**config.mk**
```make
export PLATFORM = sky130hd
export DESIGN_NAME = http_date_parser
export DESIGN_NICKNAME = d
export VERILOG_FILES = /design/src/hdp_pkg.sv /design/src/hdp_core.sv /design/src/http_date_parser.sv
export SDC_FILE = /design/constraint.sdc
export NUM_CORES = 1
export LEC_CHECK = 0
export BUFFER_PORTS_ARGS = -buffer_cell sky130_fd_sc_hd__buf_2
export CORE_MARGIN = 2
export CORE_UTILIZATION = 45
export DETAILED_ROUTE_END_ITERATION = 16
export GPL_TIMING_DRIVEN = 1
export HOLD_SLACK_MARGIN = 0.12
export PLACE_DENSITY = 0.67
export SYNTH_ARGS = -nofsm -noshare
export SYNTH_HDL_FRONTEND = slang
export SYNTH_SLANG_ARGS = --single-unit
```
**constraint.sdc**
```tcl
create_clock -name clk_i -period 3.5 [get_ports clk_i]
set_input_delay 0.175 -clock clk_i [delete_from_list [all_inputs] [get_ports clk_i]]
set_output_delay 0.175 -clock clk_i [all_outputs]
set_load 0.1 [all_outputs]
```
**src/hdp_pkg.sv**
```systemverilog
// ----------------------------------------------------------------------------
// hdp_pkg
// shared constants, status codes, result type and month lookup for the
// http date parser
// ----------------------------------------------------------------------------
package hdp_pkg;

  localparam int unsigned CharW   = 8;
  localparam int unsigned StatusW = 3;
  localparam int unsigned YearW   = 14;
  localparam int unsigned MonthW  = 4;
  localparam int unsigned FieldW  = 7;
  localparam int unsigned PosW    = 5;

  localparam logic [PosW-1:0] DateLen = PosW'(29);
  localparam logic [PosW-1:0] PosSat  = PosW'(30);

  localparam logic [StatusW-1:0] StOk    = 3'd0;
  localparam logic [StatusW-1:0] StShort = 3'd1;
  localparam logic [StatusW-1:0] StComma = 3'd2;
  localparam logic [StatusW-1:0] StMonth = 3'd3;
  localparam logic [StatusW-1:0] StDigit = 3'd4;
  localparam logic [StatusW-1:0] StTz    = 3'd5;

  typedef struct packed {
    logic [StatusW-1:0] status;
    logic [YearW-1:0]   year;
    logic [MonthW-1:0]  month;
    logic [FieldW-1:0]  day;
    logic [FieldW-1:0]  hour;
    logic [FieldW-1:0]  minute;
    logic [FieldW-1:0]  second;
  } hdp_result_t;

  // three characters in string order, first character in the top byte
  function automatic logic [MonthW-1:0] month_lookup(input logic [3*CharW-1:0] name);
    logic [MonthW-1:0] m;
    unique case (name)
      "Jan":   m = 4'd1;
      "Feb":   m = 4'd2;
      "Mar":   m = 4'd3;
      "Apr":   m = 4'd4;
      "May":   m = 4'd5;
      "Jun":   m = 4'd6;
      "Jul":   m = 4'd7;
      "Aug":   m = 4'd8;
      "Sep":   m = 4'd9;
      "Oct":   m = 4'd10;
      "Nov":   m = 4'd11;
      "Dec":   m = 4'd12;
      default: m = 4'd0;
    endcase
    return m;
  endfunction

endpackage

```
**src/hdp_core.sv**
```systemverilog
// ----------------------------------------------------------------------------
// hdp_core
// per-byte parse state: position, first error, month and numeric fields;
// forms the result for the word that carries the last mark
// ----------------------------------------------------------------------------
module hdp_core (
  input  logic                       clk_i,
  input  logic                       rst_ni,
  input  logic                       step_i,
  input  logic [hdp_pkg::CharW-1:0]  char_i,
  input  logic                       last_i,
  output hdp_pkg::hdp_result_t       result_o
);
  import hdp_pkg::*;

  logic [PosW-1:0]    pos_q, pos_d;
  logic [StatusW-1:0] err_q, err_d;
  logic [2*CharW-1:0] mchars_q, mchars_d;
  logic [MonthW-1:0]  month_q, month_d;
  logic [YearW-1:0]   year_q, year_d;
  logic [FieldW-1:0]  fld_q [4];
  logic [FieldW-1:0]  fld_d [4];

  logic               digit;
  logic [3:0]         dval;
  logic [StatusW-1:0] flag;
  logic               slot_hit;
  logic [1:0]         slot;
  logic [MonthW-1:0]  mlook;
  logic [PosW:0]      count;
  logic [StatusW-1:0] status;

  assign digit = (char_i >= "0") && (char_i <= "9");
  assign dval  = 4'(char_i - "0");
  assign mlook = month_lookup({mchars_q[CharW-1:0], mchars_q[2*CharW-1:CharW], char_i});

  always_comb begin
    slot_hit = 1'b1;
    unique case (pos_q)
      5'd5, 5'd6:   slot = 2'd0;
      5'd17, 5'd18: slot = 2'd1;
      5'd20, 5'd21: slot = 2'd2;
      5'd23, 5'd24: slot = 2'd3;
      default: begin
        slot     = 2'd0;
        slot_hit = 1'b0;
      end
    endcase
  end

  always_comb begin
    flag     = StOk;
    mchars_d = mchars_q;
    month_d  = month_q;
    year_d   = year_q;
    for (int i = 0; i < 4; i++) fld_d[i] = fld_q[i];
    if (pos_q == 5'd3) begin
      if (char_i != ",") flag = StComma;
    end else if (pos_q == 5'd4) begin
      if (char_i != " ") flag = StComma;
    end else if (slot_hit) begin
      if (!digit) flag = StDigit;
      else fld_d[slot] = FieldW'({fld_q[slot], 3'b000} + {fld_q[slot], 1'b0} + FieldW'(dval));
    end else if (pos_q == 5'd8) begin
      mchars_d = {8'h00, char_i};
    end else if (pos_q == 5'd9) begin
      mchars_d = {char_i, mchars_q[CharW-1:0]};
    end else if (pos_q == 5'd10) begin
      month_d = mlook;
      if (mlook == '0) flag = StMonth;
    end else if (pos_q >= 5'd12 && pos_q <= 5'd15) begin
      if (!digit) flag = StDigit;
      else year_d = YearW'({year_q, 3'b000} + {year_q, 1'b0} + YearW'(dval));
    end else if (pos_q == 5'd26) begin
      if (char_i != "G") flag = StTz;
    end else if (pos_q == 5'd27) begin
      if (char_i != "M") flag = StTz;
    end else if (pos_q == 5'd28) begin
      if (char_i != "T") flag = StTz;
    end else if (pos_q >= DateLen) begin
      flag = StTz;
    end
    err_d = (err_q == StOk) ? flag : err_q;
    pos_d = (pos_q == PosSat) ? PosSat : pos_q + 5'd1;
  end

  assign count  = {1'b0, pos_q} + 6'd1;
  assign status = (count < {1'b0, DateLen}) ? StShort : err_d;

  always_comb begin
    result_o        = '0;
    result_o.status = status;
    if (status == StOk) begin
      result_o.year   = year_q;
      result_o.month  = month_q;
      result_o.day    = fld_q[0];
      result_o.hour   = fld_q[1];
      result_o.minute = fld_q[2];
      result_o.second = fld_q[3];
    end
  end

  always_ff @(posedge clk_i or negedge rst_ni) begin
    if (!rst_ni) begin
      pos_q    <= '0;
      err_q    <= StOk;
      mchars_q <= '0;
      month_q  <= '0;
      year_q   <= '0;
      for (int i = 0; i < 4; i++) fld_q[i] <= '0;
    end else if (step_i) begin
      if (last_i) begin
        pos_q    <= '0;
        err_q    <= StOk;
        mchars_q <= '0;
        month_q  <= '0;
        year_q   <= '0;
        for (int i = 0; i < 4; i++) fld_q[i] <= '0;
      end else begin
        pos_q    <= pos_d;
        err_q    <= err_d;
        mchars_q <= mchars_d;
        month_q  <= month_d;
        year_q   <= year_d;
        for (int i = 0; i < 4; i++) fld_q[i] <= fld_d[i];
      end
    end
  end

  a_pos_sat: assert property (@(posedge clk_i) disable iff (!rst_ni)
    pos_q <= PosSat)
    else $error("position count beyond saturation");

  a_err_sticky: assert property (@(posedge clk_i) disable iff (!rst_ni)
    step_i && !last_i && err_q != StOk |=> err_q == $past(err_q))
    else $error("first error overwritten");

  a_pos_clear: assert property (@(posedge clk_i) disable iff (!rst_ni)
    step_i && last_i |=> pos_q == '0 && err_q == StOk)
    else $error("parse state not cleared after last word");

endmodule

```
**src/http_date_parser.sv**
```systemverilog
// ----------------------------------------------------------------------------
// http_date_parser
// streaming parser for rfc 1123 http dates, one character per word
// ----------------------------------------------------------------------------
// input channel: one character per word (char_byte_i) with last_char_i set on
// the final character of a date string. output channel: one result word per
// string, with status and the parsed year, month, day, hour, minute, second;
// all value fields are zero when status is not ok.
// an accepted character goes into an input register, is parsed from there by
// short logic and, if it carries the last mark, lands in the result register,
// which drives the result channel.
// throughput is one character per cycle while the result receiver does not stall, set by the single parse stage.
// reset clears the parse state and both valid flags; after each string the
// parse state returns to its reset value for the next string.
// when the receiver stalls, the result register holds and the input register
// stops advancing once it holds a word; input ready falls one word later and
// comes back as soon as the result is taken.
// ----------------------------------------------------------------------------
module http_date_parser (
  input  logic                        clk_i,
  input  logic                        rst_ni,
  input  logic                        in_valid_i,
  output logic                        in_ready_o,
  input  logic [hdp_pkg::CharW-1:0]   char_byte_i,
  input  logic                        last_char_i,
  output logic                        out_valid_o,
  input  logic                        out_ready_i,
  output logic [hdp_pkg::StatusW-1:0] status_o,
  output logic [hdp_pkg::YearW-1:0]   year_value_o,
  output logic [hdp_pkg::MonthW-1:0]  month_value_o,
  output logic [hdp_pkg::FieldW-1:0]  day_value_o,
  output logic [hdp_pkg::FieldW-1:0]  hour_value_o,
  output logic [hdp_pkg::FieldW-1:0]  minute_value_o,
  output logic [hdp_pkg::FieldW-1:0]  second_value_o
);
  import hdp_pkg::*;

  logic             s1_valid_q;
  logic [CharW-1:0] s1_char_q;
  logic             s1_last_q;
  logic             out_valid_q;
  hdp_result_t      res_q;
  hdp_result_t      res_d;
  logic             advance;
  logic             step;

  assign advance    = !out_valid_q || out_ready_i;
  assign step       = s1_valid_q && advance;
  assign in_ready_o = !s1_valid_q || advance;

  hdp_core u_core (
    .clk_i    (clk_i),
    .rst_ni   (rst_ni),
    .step_i   (step),
    .char_i   (s1_char_q),
    .last_i   (s1_last_q),
    .result_o (res_d)
  );

  always_ff @(posedge clk_i or negedge rst_ni) begin
    if (!rst_ni) begin
      s1_valid_q <= 1'b0;
    end else if (in_ready_o) begin
      s1_valid_q <= in_valid_i;
    end
  end

  always_ff @(posedge clk_i) begin
    if (in_ready_o && in_valid_i) begin
      s1_char_q <= char_byte_i;
      s1_last_q <= last_char_i;
    end
  end

  always_ff @(posedge clk_i or negedge rst_ni) begin
    if (!rst_ni) begin
      out_valid_q <= 1'b0;
    end else if (advance) begin
      out_valid_q <= step && s1_last_q;
    end
  end

  always_ff @(posedge clk_i) begin
    if (step && s1_last_q) begin
      res_q <= res_d;
    end
  end

  assign out_valid_o    = out_valid_q;
  assign status_o       = res_q.status;
  assign year_value_o   = res_q.year;
  assign month_value_o  = res_q.month;
  assign day_value_o    = res_q.day;
  assign hour_value_o   = res_q.hour;
  assign minute_value_o = res_q.minute;
  assign second_value_o = res_q.second;

  a_err_zero: assert property (@(posedge clk_i) disable iff (!rst_ni)
    out_valid_o && status_o != StOk |-> year_value_o == '0 && month_value_o == '0
      && day_value_o == '0 && hour_value_o == '0 && minute_value_o == '0
      && second_value_o == '0)
    else $error("value fields not cleared on error status");

  a_s1_hold: assert property (@(posedge clk_i) disable iff (!rst_ni)
    s1_valid_q && !advance |=> s1_valid_q && $stable(s1_char_q) && $stable(s1_last_q))
    else $error("input register lost a word while stalled");

  a_res_src: assert property (@(posedge clk_i) disable iff (!rst_ni)
    step && !s1_last_q |=> !out_valid_q)
    else $error("result without a last character");

endmodule

```
==> impl_metrics.csv <==
group,metric,value,unit
sta,finalClockSkew,0.00718,ns
synth,number_of_synthesized_flops_with_an_enable_pin,58,
critical_path,critical-path-max-stage-delay,0.41,ns
synth,async_reset_ff_share,55.4,%
drt,antenna_violating_nets_post_route,0,
clocking,cts.path.max_buffers,2,
flow_run,drv.max_cap_violation_count,0,
pwr,leakage,0.00383,uW
synth,mappedNetlistNets,734,
cells_and_area,layout-drive-gt1-share,30.9,%
critical_path,criticalPathCategory,"flip-flop to flip-flop",
synth,synth_seq_cells,130,
place,numPlacedInstances,970,
outcome,failed_checks,"setup timing",
critical_path,list_of_cells_traversed_by_the_critical_path,"buf_6 > ha_4 > and3b_1 > o21ai_2 > buf_6 > buf_6 > nor2_2 > a311oi_2 > ha_1 > ha_2 > fa_2 > a21o_1 > a21oi_2 > xnor2_1 > xnor2_1 > xnor2_1 > buf_4 > o21ai_2",
die,die_width,133,um
cells_and_area,layout.cells.most_common,"sky130_fd_sc_hd__dfrtp_1",
synth,yosys-top-cells-area,"sky130_fd_sc_hd__dfrtp_1 24%, sky130_fd_sc_hd__edfxtp_1 23%, sky130_fd_sc_hd__ha_1 6.0%",
cells_and_area,insertedDiodeCount,0,
global_route,grt_start_max_net_pins,49,
cells_and_area,layout.cell_area.non_filler,9230,um2
synth,synthDominantAreaCellType,"sky130_fd_sc_hd__dfrtp_1",
sta,timing.max_slew.rel_slack,25.3,%
clocking,clkSlewWorstSetupHoldPaths,0.06,ns
drt,detailroute.via_count,5924,
synth,post_synth_num_cell_types,84,
clocking,cts_tree,"yes",
pwr,pwr_density_cell,478,nW/um2
die,die_height,133,um
critical_path,r2r_endpoint,"u_core.fld_q[20]$_DFFE_PN0P_",
clocking,htree_levels,4,
synth,synth_sequential_area_ratio,47.3,%
sta,max_slew.worst_pin.slew,1.12,ns
die,core,16400,um2
critical_path,setup.reg_to_reg.worst_slack,-0.13,ns
sta,fmax,275,MHz
sta,unrepaired_setup_endpoints_after_global_routing,"true",
critical_path,r2r.worst_path.cells,18,
critical_path,cp_data_required_time,3.81,ns
outcome,run_status,"complete, but fails checks",
sta,timing.final.max_slew_violations,0,
place,count_of_buffers_from_port_buffering,63,
drt,detail_route.first_pass.iterations,5,
synth,synth_area_per_cell,11.0,um2
synth,post_synth_instance_area,7490,um2
cells_and_area,fin_cells,1027,
drt,drt-vias-per-instance,5.77,
place,pre_cts_ws,-0.0984,ns
critical_path,critPathMaxFanout,5,
global_route,groute.usage.overall,22.3,%
sta,final_hold_viol_count,0,
hold_path,hold-path-cell-count,2,
drt,finalWirelength,19.2,mm
hold_path,hp-class,"input port to flip-flop",
die,die_area,17700,um2
sta,finalSetupTns,-0.512,ns
hold_path,hold_path.startpoint,"char_byte_i[3]",
pwr,irDropWorstVdd,0.361,mV
cells_and_area,nNetsFinal,847,
sta,final_critical_path_setup_slack,-0.132,ns
critical_path,cp_num_buf_inv,4,
critical_path,worst_setup_path_start_kind,"flip-flop",
critical_path,worst_path_max_delay_cell,"sky130_fd_sc_hd__dfrtp_1",
die,num_rows,47,
drt,wl_per_cell,18.7,um
place,post_dp_cell_area,8260,um2
hold_path,whs_endpoint,"s1_char_q[3]$_DFFE_PP_",
drt,drt_first_iter_violations,329,
place,place_hpwl,13.6,mm
die,start_util,45.6,%
sta,post_route_clock_period_utilization,104,%
cells_and_area,mostFrequentLayoutCells,"71 x sky130_fd_sc_hd__dfrtp_1, 63 x sky130_fd_sc_hd__buf_2, 58 x sky130_fd_sc_hd__edfxtp_1",
clocking,worst_skew_pair.late_latency,0.43,ns
place,gp_routability_congestion,0.917,
global_route,initial_antenna_violation_count,0,
critical_path,end_kind,"flip-flop",
synth,syn_inst,681,
sta,setup-violations-final,4,
clocking,clock_tree.root_cell,"sky130_fd_sc_hd__clkbuf_16",
synth,warning_count_from_the_yosys_run,0,
die,ios,64,
cells_and_area,area_delta_synth_final,23.2,%
synth,predominant_post_synthesis_flop_cell,"sky130_fd_sc_hd__dfrtp_1",
global_route,grt-ovfl-total,0,
global_route,grt_pass1_wl,30.7,mm
global_route,vias_in_the_first_global_route,5802,
critical_path,arrival,3.95,ns
clocking,tritoncts_num_sinks,130,
drt,detail_route.drc_violations,0,
sta,fin_crit,3.63,ns
synth,synthDominantCellAreaShare,24.1,%
critical_path,r2r_start,"u_core.pos_q[1]$_DFFE_PN0P_",
critical_path,worst_path_dominant_cell_family,"adder cells",
clocking,cts_inserted_buffers,17,
## cells by family after synthesis
kind of cell               Yosys count  share of synthesized area [%]
and+or+nand+nor                    258                           23.6
AOI/OAI and AO/OA                  154                           14.5
DFF                                130                           47.3
buffers and inverters               77                           4.85
adders and majority gates           40                           7.09
xor gates and xnor gates            19                           2.22
muxes                                3                          0.434
## Yosys cell counts (all sizes together) (2+ instances only)
master,n
a211oi,4
a21o,11
a21oi,20
a22o,31
a22oi,2
a311oi,3
a31oi,6
and2,9
and3,4
and3b,4
and4bb,3
buf,23
clkbuf,15
dfrtp,72
edfxtp,58
fa,4
ha,36
inv,39
mux2,2
nand2,40
nand2b,9
nand3,19
nand3b,5
nand4,43
nor2,54
nor2b,2
nor3,21
nor4,23
nor4b,3
nor4bb,4
o2111ai,2
o21a,4
o21ai,48
o21bai,2
o221a,2
o22ai,4
o311ai,2
o32ai,2
or2,3
or3,7
xnor2,10
xor2,9
## report_power, final
part           leakage (uW)  internal (uW)  switching, uW
logic               0.00199            226            569
clock network      0.000293           1150            719
registers           0.00155           1670           75.7
## repair_timing
action	CTS	global route
pin swaps	6	18
hold endpoints to repair	55	0
setup endpoints to repair	4	9
gates resized for setup	10	14
hold buffers	13	0
setup buffers	8	4
## state kept, by name, indices dropped and copies added (netlist names), 4 cells and up
name	count
u_core.fld_q	28
u_core.mchars_q	16
u_core.year_q	14
year_value_o	14
s1_char_q	8
day_value_o	7
hour_value_o	7
minute_value_o	7
second_value_o	7
u_core.pos_q	5
month_value_o	4
u_core.month_q	4
## metal layers
metal	vias up	track usage [%]	share of wire (%)
met2	172	36.1	49
met3	19	4.83	5.1
met1	2938	30.2	45
li1	2795	-	-
met4	0	6.87	1.2
met5	-	0	0
## worst max path at each step
stage,from,to,cells past startpoint
finish,u_core.pos_q[1]$_DFFE_PN0P_,u_core.fld_q[20]$_DFFE_PN0P_,18
global route,u_core.pos_q[1]$_DFFE_PN0P_,u_core.fld_q[6]$_DFFE_PN0P_,18
CTS,u_core.pos_q[1]$_DFFE_PN0P_,u_core.fld_q[20]$_DFFE_PN0P_,17
detailed placement,u_core.pos_q[1]$_DFFE_PN0P_,u_core.fld_q[20]$_DFFE_PN0P_,17
global placement,u_core.pos_q[1]$_DFFE_PN0P_,u_core.fld_q[20]$_DFFE_PN0P_,17
floorplan,u_core.pos_q[0]$_DFFE_PN0P_,u_core.fld_q[13]$_DFFE_PN0P_,16
## worst register-to-register path, delay by kind of cell (launching register included)
kind                     cells  cell delay (ns)
adder cells (fa/ha/maj)      4             1.03
flip-flops                   1             0.41
AND/OR/NAND/NOR              2             0.21
XOR/XNOR                     3             0.46
AO/OA/AOI/OAI                5             0.84
buffers and inverters        4             0.58
## metrics by stage
stage	util [%]	power (uW)	hold slack, ns
after floorplan	-	2310	-0.121
after global placement	50.4	2490	0.352
after detailed placement	50.4	2510	0.354
after CTS	55.6	4410	0.442
after global routing	56.2	4570	0.448
final	56.2	4400	0.459
## area by class of cell
class                      instances  area, um2
fill                            1425       7180
multi-input combinational        474       3750
sequential                       130       3540
timing repair buffer             132        890
clock buffer                      18        439
tap                              220        275
clock inverter                    14        179
inverter                          39        149
Note: power is estimated with default switching activity, not from simulation.
